## src/hw/rtl/lcg_pkg.sv

```systemverilog
// ============================================================================
// lcg_pkg: shared types and constants for the linear color gradient block
// Widths of the projection arithmetic, register map codes and the records
// that travel between the pipeline stages.
// ============================================================================
package lcg_pkg;

    localparam int COORD_BITS = 12;
    localparam int CFG_CW     = 13;
    localparam int COLOR_W    = 32;
    localparam int CH_W       = 8;
    localparam int NCH        = COLOR_W / CH_W;

    localparam int REG_CNT = 6;
    localparam int DATA_W  = 32;
    localparam int ADDR_W  = $clog2(REG_CNT) + 2;
    localparam int IDX_W   = ADDR_W - 2;

    // Pixel minus start point and end minus start point, both signed.
    localparam int DIFF_W = ((COORD_BITS + 1 > CFG_CW) ? COORD_BITS + 1 : CFG_CW) + 1;
    localparam int PROD_W = 2 * DIFF_W;
    localparam int PSUM_W = PROD_W + 1;
    // Squared segment length, bounded by the configured coordinates alone.
    localparam int LEN_W  = 2 * (CFG_CW + 1) - 1;
    localparam int NUM_W  = LEN_W + CH_W;

    localparam int DIV_STEPS = CH_W;
    localparam int BIT_W     = $clog2(CH_W);

    typedef enum logic [IDX_W-1:0] {
        REG_START_X     = IDX_W'(0),
        REG_START_Y     = IDX_W'(1),
        REG_END_X       = IDX_W'(2),
        REG_END_Y       = IDX_W'(3),
        REG_START_COLOR = IDX_W'(4),
        REG_END_COLOR   = IDX_W'(5)
    } t_reg_idx;

    typedef enum logic [1:0] {
        SEL_START,
        SEL_END,
        SEL_BLEND
    } t_sel;

    typedef struct packed {
        logic signed [CFG_CW-1:0] start_x;
        logic signed [CFG_CW-1:0] start_y;
        logic signed [CFG_CW-1:0] end_x;
        logic signed [CFG_CW-1:0] end_y;
        logic [COLOR_W-1:0]       start_color;
        logic [COLOR_W-1:0]       end_color;
    } t_cfg;

    typedef struct packed {
        logic [COORD_BITS-1:0]    x;
        logic [COORD_BITS-1:0]    y;
        logic signed [DIFF_W-1:0] ex;
        logic signed [DIFF_W-1:0] ey;
        logic signed [DIFF_W-1:0] dx;
        logic signed [DIFF_W-1:0] dy;
    } t_diff;

    typedef struct packed {
        logic [COORD_BITS-1:0]    x;
        logic [COORD_BITS-1:0]    y;
        logic signed [PROD_W-1:0] pex;
        logic signed [PROD_W-1:0] pey;
        logic [LEN_W-1:0]         ldx;
        logic [LEN_W-1:0]         ldy;
    } t_prod;

    typedef struct packed {
        logic [COORD_BITS-1:0]    x;
        logic [COORD_BITS-1:0]    y;
        logic signed [PSUM_W-1:0] p;
        logic [LEN_W-1:0]         len;
    } t_sum;

    typedef struct packed {
        logic [COORD_BITS-1:0] x;
        logic [COORD_BITS-1:0] y;
        t_sel                  sel;
        logic [LEN_W-1:0]      len;
        logic [LEN_W-1:0]      pu;
        logic [LEN_W-1:0]      lmp;
    } t_proj;

    typedef struct packed {
        logic [COORD_BITS-1:0]          x;
        logic [COORD_BITS-1:0]          y;
        t_sel                           sel;
        logic [LEN_W-1:0]               len;
        logic [NCH-1:0][NUM_W-1:0]      pa;
        logic [NCH-1:0][NUM_W-1:0]      pb;
    } t_mix;

    typedef struct packed {
        logic [COORD_BITS-1:0]          x;
        logic [COORD_BITS-1:0]          y;
        t_sel                           sel;
        logic [LEN_W-1:0]               len;
        logic [NCH-1:0][NUM_W-1:0]      rem;
        logic [NCH-1:0][CH_W-1:0]       q;
    } t_div;

    typedef struct packed {
        logic [COORD_BITS-1:0] x;
        logic [COORD_BITS-1:0] y;
        logic [COLOR_W-1:0]    color;
    } t_res;

endpackage

```

## src/hw/rtl/lcg_div_stage.sv

```systemverilog
// ============================================================================
// lcg_div_stage: one restoring division step for all four channels
// Resolves one quotient bit of each channel sum divided by the length.
// ============================================================================
module lcg_div_stage (
    input  logic                         i_clk,
    input  logic                         i_rst_n,
    input  logic                         i_en,
    input  logic                         i_vld,
    input  logic [lcg_pkg::BIT_W-1:0]    i_bit,
    input  lcg_pkg::t_div                i_div,
    output logic                         o_vld,
    output lcg_pkg::t_div                o_div
);
    import lcg_pkg::*;

    logic             r_vld;
    t_div             r_div, n_div;
    logic [NUM_W-1:0] w_dvs;
    logic [NUM_W:0]   w_trial [NCH];

    // The shifted length fits because the length is far narrower than the sum.
    assign w_dvs = NUM_W'(i_div.len) << i_bit;

    always_comb begin
        n_div = i_div;
        for (int c = 0; c < NCH; c++) begin
            w_trial[c] = {1'b0, i_div.rem[c]} - {1'b0, w_dvs};
            if (!w_trial[c][NUM_W]) begin
                n_div.rem[c]       = w_trial[c][NUM_W-1:0];
                n_div.q[c][i_bit]  = 1'b1;
            end
        end
    end

    always_ff @(posedge i_clk) begin
        if (!i_rst_n) begin
            r_vld <= 1'b0;
        end else if (i_en) begin
            r_vld <= i_vld;
        end
    end

    always_ff @(posedge i_clk) begin
        if (i_en) begin
            r_div <= n_div;
        end
    end

    assign o_vld = r_vld;
    assign o_div = r_div;

endmodule

```

## config.mk

```make
export PLATFORM = sky130hd
export DESIGN_NAME = lcg_div_stage
export DESIGN_NICKNAME = d
export VERILOG_FILES = /design/src/hw/rtl/lcg_pkg.sv /design/src/hw/rtl/lcg_div_stage.sv
export SDC_FILE = /design/constraint.sdc
export NUM_CORES = 1
export LEC_CHECK = 0
export BUFFER_PORTS_ARGS = -buffer_cell sky130_fd_sc_hd__buf_4
export CORE_MARGIN = 5
export CORE_UTILIZATION = 54
export DETAILED_ROUTE_END_ITERATION = 7
export PLACE_DENSITY = 0.82
export SLEW_MARGIN = 20
export SYNTH_ARGS = -nofsm -noshare
export SYNTH_HDL_FRONTEND = slang
export SYNTH_SLANG_ARGS = --single-unit
export TNS_END_PERCENT = 100
```

## constraint.sdc

```tcl
create_clock -name i_clk -period 6.3 [get_ports i_clk]
set_input_delay 0.945 -clock i_clk [delete_from_list [all_inputs] [get_ports i_clk]]
set_output_delay 0.945 -clock i_clk [all_outputs]
set_load 0.01 [all_outputs]
```

# After elaboration in Yosys (flattened, before gate mapping)
# Index checks and enable logic that the tools add are counted.
[classes]
add_sub_neg = 4
order_cmp = 2
shifts = 1
mux = 10
bitwise = 4
n_reduce_logical = 1
[ops]
columns = ["op", "count"]
rows = [
  ["$sub A35 B35 Y36", 4],
  ["$mux W35", 4],
  ["$shl A27 B3 Y35", 1],
  ["$mux W8", 4],
  ["$or A8 B8 Y8", 4],
  ["$lt A3 B4 Y1 const B", 1],
  ["$demux W1 S3", 1],
  ["$ge A3 B1 Y1 const B", 1],
  ["$logic_and A1 B1 Y1", 1],
  ["$mux W1", 1],
]
[totals]
ff_bits = 226
wordCells = 35

# Logic depth before layout (Yosys ltp)
# Gate-level depths: netlist (run 1).
[logic_depth]
depth_word = 6
mapped_depth = 19
depth_no_buf = 16

# Worst setup path after synthesis (run 1)
# No wires, ideal clock.
[synth_timing]
kind = "input -> register"
from = "input port i_bit[0] in the netlist's numbering"
to = "register r_div (netlist bit o_div[60]), data pin"
arrival_time_ps = 5155
required_time_ps = 6046
setup_slack_ps = 891
path_stages = 16
n_path_buf = 3
path_cell_list = "clkbuf_1 -> buf_1 -> mux4_2 -> mux2i_1 -> ha_1 -> a41oi_1 -> o21ai_0 -> nor4_1 -> a211oi_1 -> and3_1 -> o21ai_1 -> o31ai_2 -> a2111oi_4 -> buf_4 -> a221oi_1 -> a21o_1"
[synth_lines]
columns = ["item", "line", "source"]
rows = [
  ["start, declared", "lcg_div_stage.sv:10", "input logic [lcg_pkg::BIT_W-1:0] i_bit,"],
  ["end signal, assigned", "lcg_div_stage.sv:46", "r_div <= n_div;"],
  ["end, declared", "lcg_div_stage.sv:18", "t_div r_div, n_div;"],
]

==> results of run 1 <==
sequential cells by signal (all words and copies together) (netlist names):
signal and flops:
o_div 225, o_vld 1
layout make-up:
class / count / area, um2 / area share
repair buffers: 487 / 3690 / 0.175
inverters: 38 / 143 / 0.00679
clock inverters: 18 / 178 / 0.00845
clock buffers: 31 / 691 / 0.0329
well taps: 390 / 488 / 0.0232
multi-input cells: 1243 / 9050 / 0.431
diodes: 1 / 2.50 / 0.000119
flip-flops and latches: 226 / 6780 / 0.322
report_power, final:
part	leakage [uW]	switching [uW]	internal, uW
clock	0.000417	635	909
sequential	0.00221	95.5	1990
combinational	0.00644	1250	1040
total	0.00906	1980	3940
worst max-delay path, cell delays in order:
cell,delay [ps]
buf_4,470
mux4_2,590
mux2i_1,400
ha_1,350
a41oi_1,250
o21ai_0,180
nor4_1,350
a211oi_1,190
and3_1,210
o21ai_1,320
o31ai_2,160
a2111oi_4,420
buf_12,320
mux2_2,370
how the worst max path moves through the flow:
stage,endpoint,slack [ps]
floorplan,o_div[60]$_DFFE_PP_,890
global placement,o_div[33]$_DFFE_PP_,700
detailed placement,o_div[33]$_DFFE_PP_,550
CTS,o_div[33]$_DFFE_PP_,1120
global route,o_div[124]$_DFFE_PP_,850
finish,o_div[33]$_DFFE_PP_,980
routing by layer:
| metal | vias up | GRT usage |
|---|---|---|
| li1 | 6884 | - |
| met1 | 7049 | 0.401 |
| met2 | 734 | 0.544 |
| met3 | 103 | 0.0597 |
| met4 | 4 | 0.104 |
| met5 | - | 0 |
cell families (layout without fill, tap and decap cells):
kind of cell    after synthesis  in the layout  synth area share
other cells                   0              1                 0
xor+xnor                    119            119            0.0644
compound gates              533            533             0.210
mux                          96             96            0.0724
simple gates                355            355             0.101
buf+inv                      97            574            0.0233
flops                       226            226             0.419
fa+ha+maj                   140            140             0.110
synth_stat cells (all sizes together), types with 5 or more instances:
master   count
nor2b       18
a31oi       15
edfxtp     225
nor3        14
a211oi      16
xnor2       62
nand2      151
o21a        16
nand3b       5
and3        10
o21bai      47
nand4       20
mux2i       44
a221oi       6
a2111oi      5
xor2        57
a211o        5
nand2b      23
mux4        13
ha         136
buf         13
a21oi      146
o21ai      142
o211ai       7
a21o        79
inv         38
clkbuf      46
nor2        73
mux2        39
nand3       18
o31ai        9
and2         7
placed cells by master (no fill, tap or decap), types with 6 or more instances in the layout:
master     netlist  final
inv_1           38     38
nor2b_1         18     18
o21bai_1        47     47
xnor2_1         62     62
o21a_1          16     16
ha_1           136    136
xor2_1          57     57
a31oi_1         15     15
nor2_1          73     73
and2_1           7      7
nor3_1          14     13
nand4_1         20     20
nand2b_1        23     23
a21oi_1        145    145
a211oi_1        16     16
nand2_1        151    151
a21o_1          79     79
nand3_1         18     18
edfxtp_1       225    225
o31ai_1          8      8
o21ai_0        138    138
mux2i_1         44     44
clkbuf_16        0     27
mux4_2          13     13
mux2_2          38     38
a221oi_1         6      6
buf_4            1    484
o211ai_1         7      7
and3_1          10     10
through the flow:
stage          instance area (um2)  cells   util  total power (uW)  hold WS, ps
2_1_floorplan                16200   1566      -              3420          538
5_1_grt                      21000   2434  0.709              6220          558
6_report                     21000   2434  0.709              5920          535
4_1_cts                      21000   2433  0.709              5920          541
3_5_place_dp                 20100   2384  0.680              4360          531
3_3_place_gp                 20100   2384  0.680              4310          506
==> results.py, run 1 <==
metrics = {
    "status": {
        "outcome": "complete, no violations",
    },
    "timing": {
        "slew_violations": 0,
        "rsz0062_at_grt": "no",
        "period_minus_slack_ps": 5320,
        "max_freq_mhz": 188,
        "worst_pin_slew_ps": 956,
        "fin_crit_sh": 0.845,
        "slew-limit-headroom": 0.363,
        "worst_slack_ps": 977,
        "setup_tns_ps": 0,
        "hold_viol": 0,
        "clock_skew_ps": 0,
        "setup_violations": 0,
    },
    "synth": {
        "netlist_instances": 1566,
        "syn-num-nets": 1938,
        "ys_ff_latch": 226,
        "syn_area_per_cell_um2": 10.3,
        "yosys.area.top_type": "edfxtp_1",
        "synth_edf_count": 225,
        "yosysSeqAreaShare": 0.419,
        "async_flop_share": 0,
        "ys_warn_count": 0,
        "synth_area_um2": 16200,
        "synth_top_cells_by_area": "edfxtp_1, ha_1, a21oi_1",
        "yosys.cell_types.count": 70,
        "synthFlopType": "edfxtp_1",
        "synth_top_area_frac": 0.417,
    },
    "routing": {
        "drt-initial-drc-count": 1158,
        "route.detailed.drc": 0,
        "wire_per_inst_um": 22.9,
        "highest_layer": "met5",
        "first_pass_iters": 6,
        "via_per_inst": 6.07,
        "wl_met2_um": 27000,
        "ant_nets": 0,
        "wl_met1_um": 21200,
        "wirelength_um": 55600,
        "vias": 14774,
        "wl_met3_um": 5400,
    },
    "floorplanning": {
        "die-area_um2": 33500,
        "die_h_um": 183,
        "core-area_um2": 29600,
        "ios": 458,
        "die_x_um": 183,
        "start_util": 0.546,
        "rows": 63,
    },
    "worst_hold_path": {
        "min_path_type": "flop to flop",
        "whs_endpoint": "o_vld$_SDFFE_PN0P_",
        "whs_path_depth": 2,
        "hp-start": "o_vld$_SDFFE_PN0P_",
    },
    "place": {
        "io_buffers": 457,
        "dp_slack_ps": 548,
        "place_congestion": 0.949,
        "dp_hpwl_um": 43800,
    },
    "setup_path": {
        "cp_max_fo": 73,
        "worst_r2r_path_depth": 2,
        "r2r_setup_slack_ps": 5700,
        "cp.required_ps": 6580,
        "endpoint_kind": "flop",
        "arrival_ps": 5610,
        "worstReg2RegStart": "o_vld$_SDFFE_PN0P_",
        "startpoint": "i_bit[0]",
        "startpoint_type": "primary input",
        "r2r-end": "o_vld$_SDFFE_PN0P_",
        "critPathKind": "primary input to flop",
    },
    "clock_network": {
        "clock_sinks": 226,
        "worstSkewPairLatency_ps": 530,
        "cts-resized-gates": 0,
        "cts-root-buf": "clkbuf_16",
        "cts_max_path_buffers": 3,
        "cts_hold_buffers": 0,
        "clk_transition_reported_paths_ps": 50,
        "numCtsBuffers": 27,
        "post-cts-setup-buffers": 0,
        "cts_tree": "yes",
        "htree_levels": 1,
    },
    "run": {
        "maxCapViolCount": 0,
    },
    "global_routing": {
        "grt_pass1_vias": 14485,
        "grt_pass1_wl_um": 82500,
        "grt_max_degree": 118,
        "grt_usage": 0.315,
        "antenna_found_initial": 3,
        "grt-ovfl-total": 0,
    },
    "cells_and_area": {
        "drive_above_1_share": 0.288,
        "nFillCells": 2222,
        "syn2layout_area_growth_pct": 29.8,
        "finalNetCount": 2395,
    },
    "pwr": {
        "ir_drop_uv": 207,
        "leakagePower_uw": 0.00906,
        "power_density_nw_per_um2": 282,
    },
}
Power figures use the tool's default switching activity.
==> run 2, diff against run 1 <==
Settings changed: CORE_UTILIZATION 54 to 49, PLACE_DENSITY 0.82 to 0.79.
Clock period 6.3 ns to 4.65 ns, I/O delays scaled along.
==> run 2 against run 1 <==
Effect of this change:
- clock power grew 32%
- non-clock buffer count grew 172
- sequential share of layout area shrank 2.1 points
- combinational power grew 49%
- core utilization shrank 1.9 points
- cell area grew 7.1%
- power grew 40%
- register-to-register slack lost 1700 ps
- critical path type unchanged
==> results.py, run 2 (synthesis gave the netlist of run 1 again) <==
metrics = {
    "status": {
        "outcome": "complete, no violations",
    },
    "worst_hold_path": {
        "min_path_type": "primary input to flop",
        "whs_endpoint": "o_div[218]$_DFFE_PP_",
        "hp-start": "i_div[218]",
        "whs_path_depth": 1,
    },
    "floorplanning": {
        "die-area_um2": 36800,
        "core-area_um2": 32600,
        "start_util": 0.496,
        "die_x_um": 192,
        "ios": 458,
        "rows": 66,
        "die_h_um": 192,
    },
    "routing": {
        "via_per_inst": 5.80,
        "first_pass_iters": 7,
        "ant_nets": 0,
        "route.detailed.drc": 0,
        "vias": 15444,
        "wirelength_um": 58100,
        "wire_per_inst_um": 21.8,
        "drt-initial-drc-count": 1042,
    },
    "timing": {
        "clock_skew_ps": 0,
        "period_minus_slack_ps": 4450,
        "hold_viol": 0,
        "whs_ps": 317,
        "rsz0062_at_grt": "no",
        "setup_violations": 0,
        "worst_pin_slew_ps": 1010,
        "slew-limit-headroom": 0.324,
        "slew_violations": 0,
        "max_freq_mhz": 225,
        "fin_crit_sh": 0.956,
        "setup_tns_ps": 0,
    },
    "setup_path": {
        "cp_num_buf_inv": 4,
        "cp_top_family": "compound AO/OA/AOI/OAI gates",
        "worstReg2RegStart": "o_vld$_SDFFE_PN0P_",
        "critPathMostFrequentCell": "buf_4",
        "endpoint_kind": "flop",
        "critPathMaxStageDelay_ps": 570,
        "r2r-end": "o_vld$_SDFFE_PN0P_",
        "critPathKind": "primary input to flop",
        "cp.required_ps": 4950,
        "r2r_setup_slack_ps": 4050,
        "critPathSlowestCell": "mux4_2",
        "cp_cell_sequence": "buf_4 -> mux4_2 -> mux2i_1 -> buf_4 -> ha_1 -> a41oi_1 -> o21ai_0 -> nor4_1 -> a211oi_1 -> and3_1 -> o21ai_1 -> o31ai_2 -> a2111oi_4 -> buf_12 -> buf_4 -> o21bai_1",
        "worst_r2r_path_depth": 2,
        "cp_max_fo": 30,
        "startpoint_type": "primary input",
        "arrival_ps": 4740,
    },
    "clock_network": {
        "clk_transition_reported_paths_ps": 60,
        "htree_levels": 1,
        "cts_tree": "yes",
        "worstSkewPairLatency_ps": 530,
        "cts-root-buf": "clkbuf_16",
        "cts_max_path_buffers": 3,
        "numCtsBuffers": 27,
        "clock_sinks": 226,
    },
    "global_routing": {
        "grt_usage": 0.300,
        "grt_pass1_vias": 15127,
        "antenna_found_initial": 8,
        "grt_pass1_wl_um": 85300,
        "grt-ovfl-total": 0,
        "grt_max_degree": 123,
    },
    "place": {
        "place_congestion": 0.942,
        "io_buffers": 457,
        "dp_hpwl_um": 46800,
        "place_inst": 2608,
    },
    "pwr": {
        "power_density_nw_per_um2": 368,
        "leakagePower_uw": 0.00992,
        "ir_drop_uv": 302,
    },
    "cells_and_area": {
        "nFillCells": 2445,
        "regArea_um2": 6780,
        "multi_input_area_um2": 9070,
        "final_common_cell": "buf_4",
        "largest_reg_flops": 225,
        "syn2layout_area_growth_pct": 39.0,
        "final_cell_mix": "buf_4, edfxtp_1, nand2_1",
        "drive_above_1_share": 0.344,
        "final_cells": 2663,
        "finalNetCount": 2567,
    },
    "run": {
        "maxCapViolCount": 0,
    },
}
run 2: cell types whose count changed in the layout (fill, tap and decap cells not counted), sizes merged:
cell	change
clkinvlp	-1
clkbuf	+4
inv	-1
diode	+4
buf	+172
bufinv	-1
run 2: per-stage QoR:
step	total power (uW)	util	instance area, um2	setup WS [ps]
after floorplan	4630	-	16200	17.7
after global placement	6150	0.663	21600	-229
after detailed placement	6220	0.663	21600	-292
after CTS	8280	0.689	22500	270
after global routing	8700	0.690	22500	41.7
final	8270	0.690	22500	204
run 2: routing by layer:
metal | track usage | up-vias | routed length, um | share of wire
met2 | 0.501 | 697 | 27400 | 0.47
met3 | 0.0654 | 132 | 5120 | 0.088
met1 | 0.373 | 7385 | 22700 | 0.39
met4 | 0.134 | 6 | 2880 | 0.050
li1 | - | 7224 | - | -
met5 | 0 | - | 44 | 0.00076
run 2: worst max path at each step:
stage / start / end / slack (ps) / cells past startpoint
CTS: i_bit[0] / o_div[99]$_DFFE_PP_ / 270 / 19
global route: i_bit[0] / o_div[6]$_DFFE_PP_ / 40 / 16
global placement: i_bit[0] / o_div[99]$_DFFE_PP_ / -230 / 19
detailed placement: i_bit[0] / o_div[99]$_DFFE_PP_ / -290 / 19
floorplan: i_bit[0] / o_div[85]$_DFFE_PP_ / 20 / 18
finish: i_bit[0] / o_div[6]$_DFFE_PP_ / 200 / 16
run 2: area by class of cell:
class / instances / share of cell area
diodes: 5 / 0.000556
flip-flops and latches: 226 / 0.301
well taps: 442 / 0.0246
multi-input cells: 1243 / 0.403
inverters: 38 / 0.00634
repair buffers: 659 / 0.227
clock inverters: 15 / 0.00578
clock buffers: 35 / 0.0314
run 2: worst reg2reg max path, stage by stage (launching register included):
cell and delay (ps):
dfxtp_1 340, mux2i_1 70, nor2b_1 130
run 2: power breakdown:
part           switching, uW  leakage [uW]  internal [uW]  total [uW]
combinational           1750       0.00731           1660        3420
sequential               126       0.00221           2690        2820
clock                    861      0.000401           1180        2040
total                   2740       0.00992           5540        8270
run 2: what timing repair did:
| item | 4_1_cts | 5_1_grt |
|---|---|---|
| hold buffers | 0 | 0 |
| setup endpoints to repair | 0 | 22 |
| setup buffers | 0 | 0 |
| gates resized for setup | 0 | 7 |
==> run 3, diff against run 2 <==
Settings changed: ABC_AREA set to 1, CORE_ASPECT_RATIO set to 0.8, CORE_UTILIZATION 49 to 51.
==> run 3 against run 2 <==
Effect of this change:
- critical path type unchanged
- critical path depth up 3
- clock power up 6%
- sequential power about the same
- the run now ends with design-rule violations left
- largest cell class unchanged
- core utilization down 4.7 points
- register-to-register slack worse by 90 ps
- global-route usage up 5.7 points
- critical endpoint is now o_div[67]$_DFFE_PP_
- via count up 42%
- largest power group unchanged
- synthesized cell count up 89%
==> results.py, run 3 <==
metrics = {
    "clock_network": {
        "cts_max_path_buffers": 3,
        "clk_transition_reported_paths_ps": 60,
        "cts_tree": "yes",
        "numCtsBuffers": 26,
        "worstSkewPairLatency_ps": 570,
        "clock_sinks": 226,
        "cts_hold_buffers": 0,
        "cts-root-buf": "clkbuf_16",
        "post-cts-setup-buffers": 0,
        "htree_levels": 1,
        "cts-resized-gates": 0,
    },
    "timing": {
        "setup_violations": 0,
        "rsz0062_at_grt": "no",
        "fin_crit_sh": 0.806,
        "max_freq_mhz": 267,
        "slew-limit-headroom": 0.334,
        "hold_viol": 0,
        "slew_violations": 0,
        "worst_pin_slew_ps": 999,
        "clock_skew_ps": 0,
        "setup_tns_ps": 0,
        "period_minus_slack_ps": 3750,
    },
    "global_routing": {
        "grt-busiest-layer": "met2",
        "grt_max_degree": 113,
        "grt_util_met2": 0.555,
        "grt_pass1_vias": 21097,
        "grt_usage": 0.357,
        "grt-ovfl-total": 0,
        "met3_usage": 0.0850,
        "grt_pass1_wl_um": 121000,
        "met1_usage": 0.484,
        "antenna_found_initial": 7,
    },
    "routing": {
        "first_pass_iters": 8,
        "route.detailed.drc": 2,
        "drt-initial-drc-count": 2312,
        "wirelength_um": 81600,
        "wire_per_inst_um": 20.4,
        "via_per_inst": 5.50,
        "ant_nets": 0,
        "vias": 21999,
    },
    "floorplanning": {
        "die-area_um2": 44000,
        "core-area_um2": 39400,
        "start_util": 0.515,
        "die_h_um": 189,
        "ios": 458,
        "die_x_um": 233,
        "rows": 65,
    },
    "setup_path": {
        "critPathMostFrequentCell": "nand2_1",
        "endpoint_kind": "flop",
        "cp_cell_sequence": "buf_4 -> inv_2 -> nand2_1 -> nand2_1 -> inv_1 -> nand2_1 -> o21ai_0 -> nand2_1 -> nand2_1 -> ha_1 -> nand2_1 -> inv_1 -> a21oi_1 -> o21ai_1 -> a21oi_2 -> nand2_2 -> nor2_4 -> buf_4 -> o21ai_0",
        "critPathSlowestCell": "ha_1",
        "cp_top_family": "simple AND/OR/NAND/NOR gates",
        "cp_max_fo": 43,
        "startpoint_type": "primary input",
        "critPathKind": "primary input to flop",
        "cp_num_buf_inv": 5,
        "cp.required_ps": 4940,
        "arrival_ps": 4040,
        "critPathMaxStageDelay_ps": 540,
    },
    "place": {
        "io_buffers": 457,
        "dpl_cell_area_um2": 24500,
        "dp_hpwl_um": 66700,
        "place_congestion": 1.03,
    },
    "cells_and_area": {
        "final_cell_mix": "nand2_1, buf_4, inv_1",
        "largest_reg_flops": 225,
        "finalNetCount": 3812,
        "final_common_cell": "nand2_1",
        "fin_area_um2": 25400,
        "syn2layout_area_growth_pct": 24.8,
        "drive_above_1_share": 0.187,
    },
    "synth": {
        "syn_area_per_cell_um2": 6.86,
        "synth_edf_count": 225,
        "ys_warn_count": 0,
        "syn-num-nets": 3334,
        "async_flop_share": 0,
        "synth_top_cells_by_area": "edfxtp_1, nand2_1, ha_1",
        "synth_top_area_frac": 0.332,
        "yosys.cell_types.count": 51,
        "yosys-top-cells-count": "nand2_1, inv_1, nor2_1, edfxtp_1, nand3_1",
        "yosysMostFrequentCell": "nand2_1",
        "yosysSeqAreaShare": 0.333,
        "synth_area_um2": 20300,
        "synthFlopType": "edfxtp_1",
        "ys_ff_latch": 226,
        "yosys.area.top_type": "edfxtp_1",
        "netlist_instances": 2962,
    },
    "pwr": {
        "power_density_nw_per_um2": 335,
        "switching_share": 0.379,
        "ir_drop_uv": 264,
        "clkPwrFrac": 0.254,
        "leakagePower_uw": 0.0129,
        "switchingPower_uw": 3220,
        "p_seq_frac": 0.328,
        "power_frac_comb": 0.418,
        "internal-power_uw": 5270,
    },
    "status": {
        "outcome": "finished, violations left",
        "violations": "design-rule violations",
    },
    "worst_hold_path": {
        "min_path_type": "primary input to flop",
    },
    "run": {
        "maxCapViolCount": 0,
    },
}
## run 3: kinds of logic (layout without fill, tap and decap cells)
logic type	Yosys count	count (layout)	share of synthesized area
and+or+nand+nor	1701	1701	0.349
other	0	3	0
AOI/OAI and AO/OA	337	337	0.103
muxes	3	3	0.00148
DFF	226	226	0.333
adders and majority gates	140	140	0.0877
xor gates and xnor gates	68	68	0.0293
buffers and inverters	487	984	0.0962
## run 3: routing by layer
metal	share of wire	wire [um]
met1	0.41	33400
met2	0.43	35300
met3	0.11	9170
met4	0.044	3620
met5	0.00050	41
## run 3: worst paths after layout
path | slack, ps | from | depth (start not counted) | to
max | 900 | i_bit[0] | 19 | o_div[67]$_DFFE_PP_
min | 300 | i_div[213] | 1 | o_div[213]$_DFFE_PP_
max reg2reg | 3960 | o_vld$_SDFFE_PN0P_ | 2 | o_vld$_SDFFE_PN0P_
min reg2reg | 590 | o_vld$_SDFFE_PN0P_ | 2 | o_vld$_SDFFE_PN0P_
## run 3: area by class of cell
cell class                 instances  area [um2]
fill                            3542       14100
multi-input combinational       2249       11600
sequential                       226        6780
timing repair buffer             497        3790
inverter                         440        1650
clock buffer                      34         691
tap                              536         671
clock inverter                    13         184
antenna                            3        7.51
## run 3: through the flow
stage	total power (uW)	instances	hold slack (ps)	util	setup WS (ps)
after global placement	6230	3948	528	0.621	527
final	8490	3998	298	0.643	901
after floorplan	4830	2962	555	-	1150
after CTS	8460	3995	275	0.643	1070
after detailed placement	6280	3948	585	0.621	470
after global routing	8940	3998	282	0.643	638
## run 3: power groups by stage
stage | Clock, uW | Combinational, uW | Sequential [uW]
after global routing | 2270 | 3860 | 2810
after floorplan | 0 | 1890 | 2930
final | 2160 | 3550 | 2790
after detailed placement | 0 | 3460 | 2820
after global placement | 0 | 3420 | 2810
after CTS | 2190 | 3480 | 2780
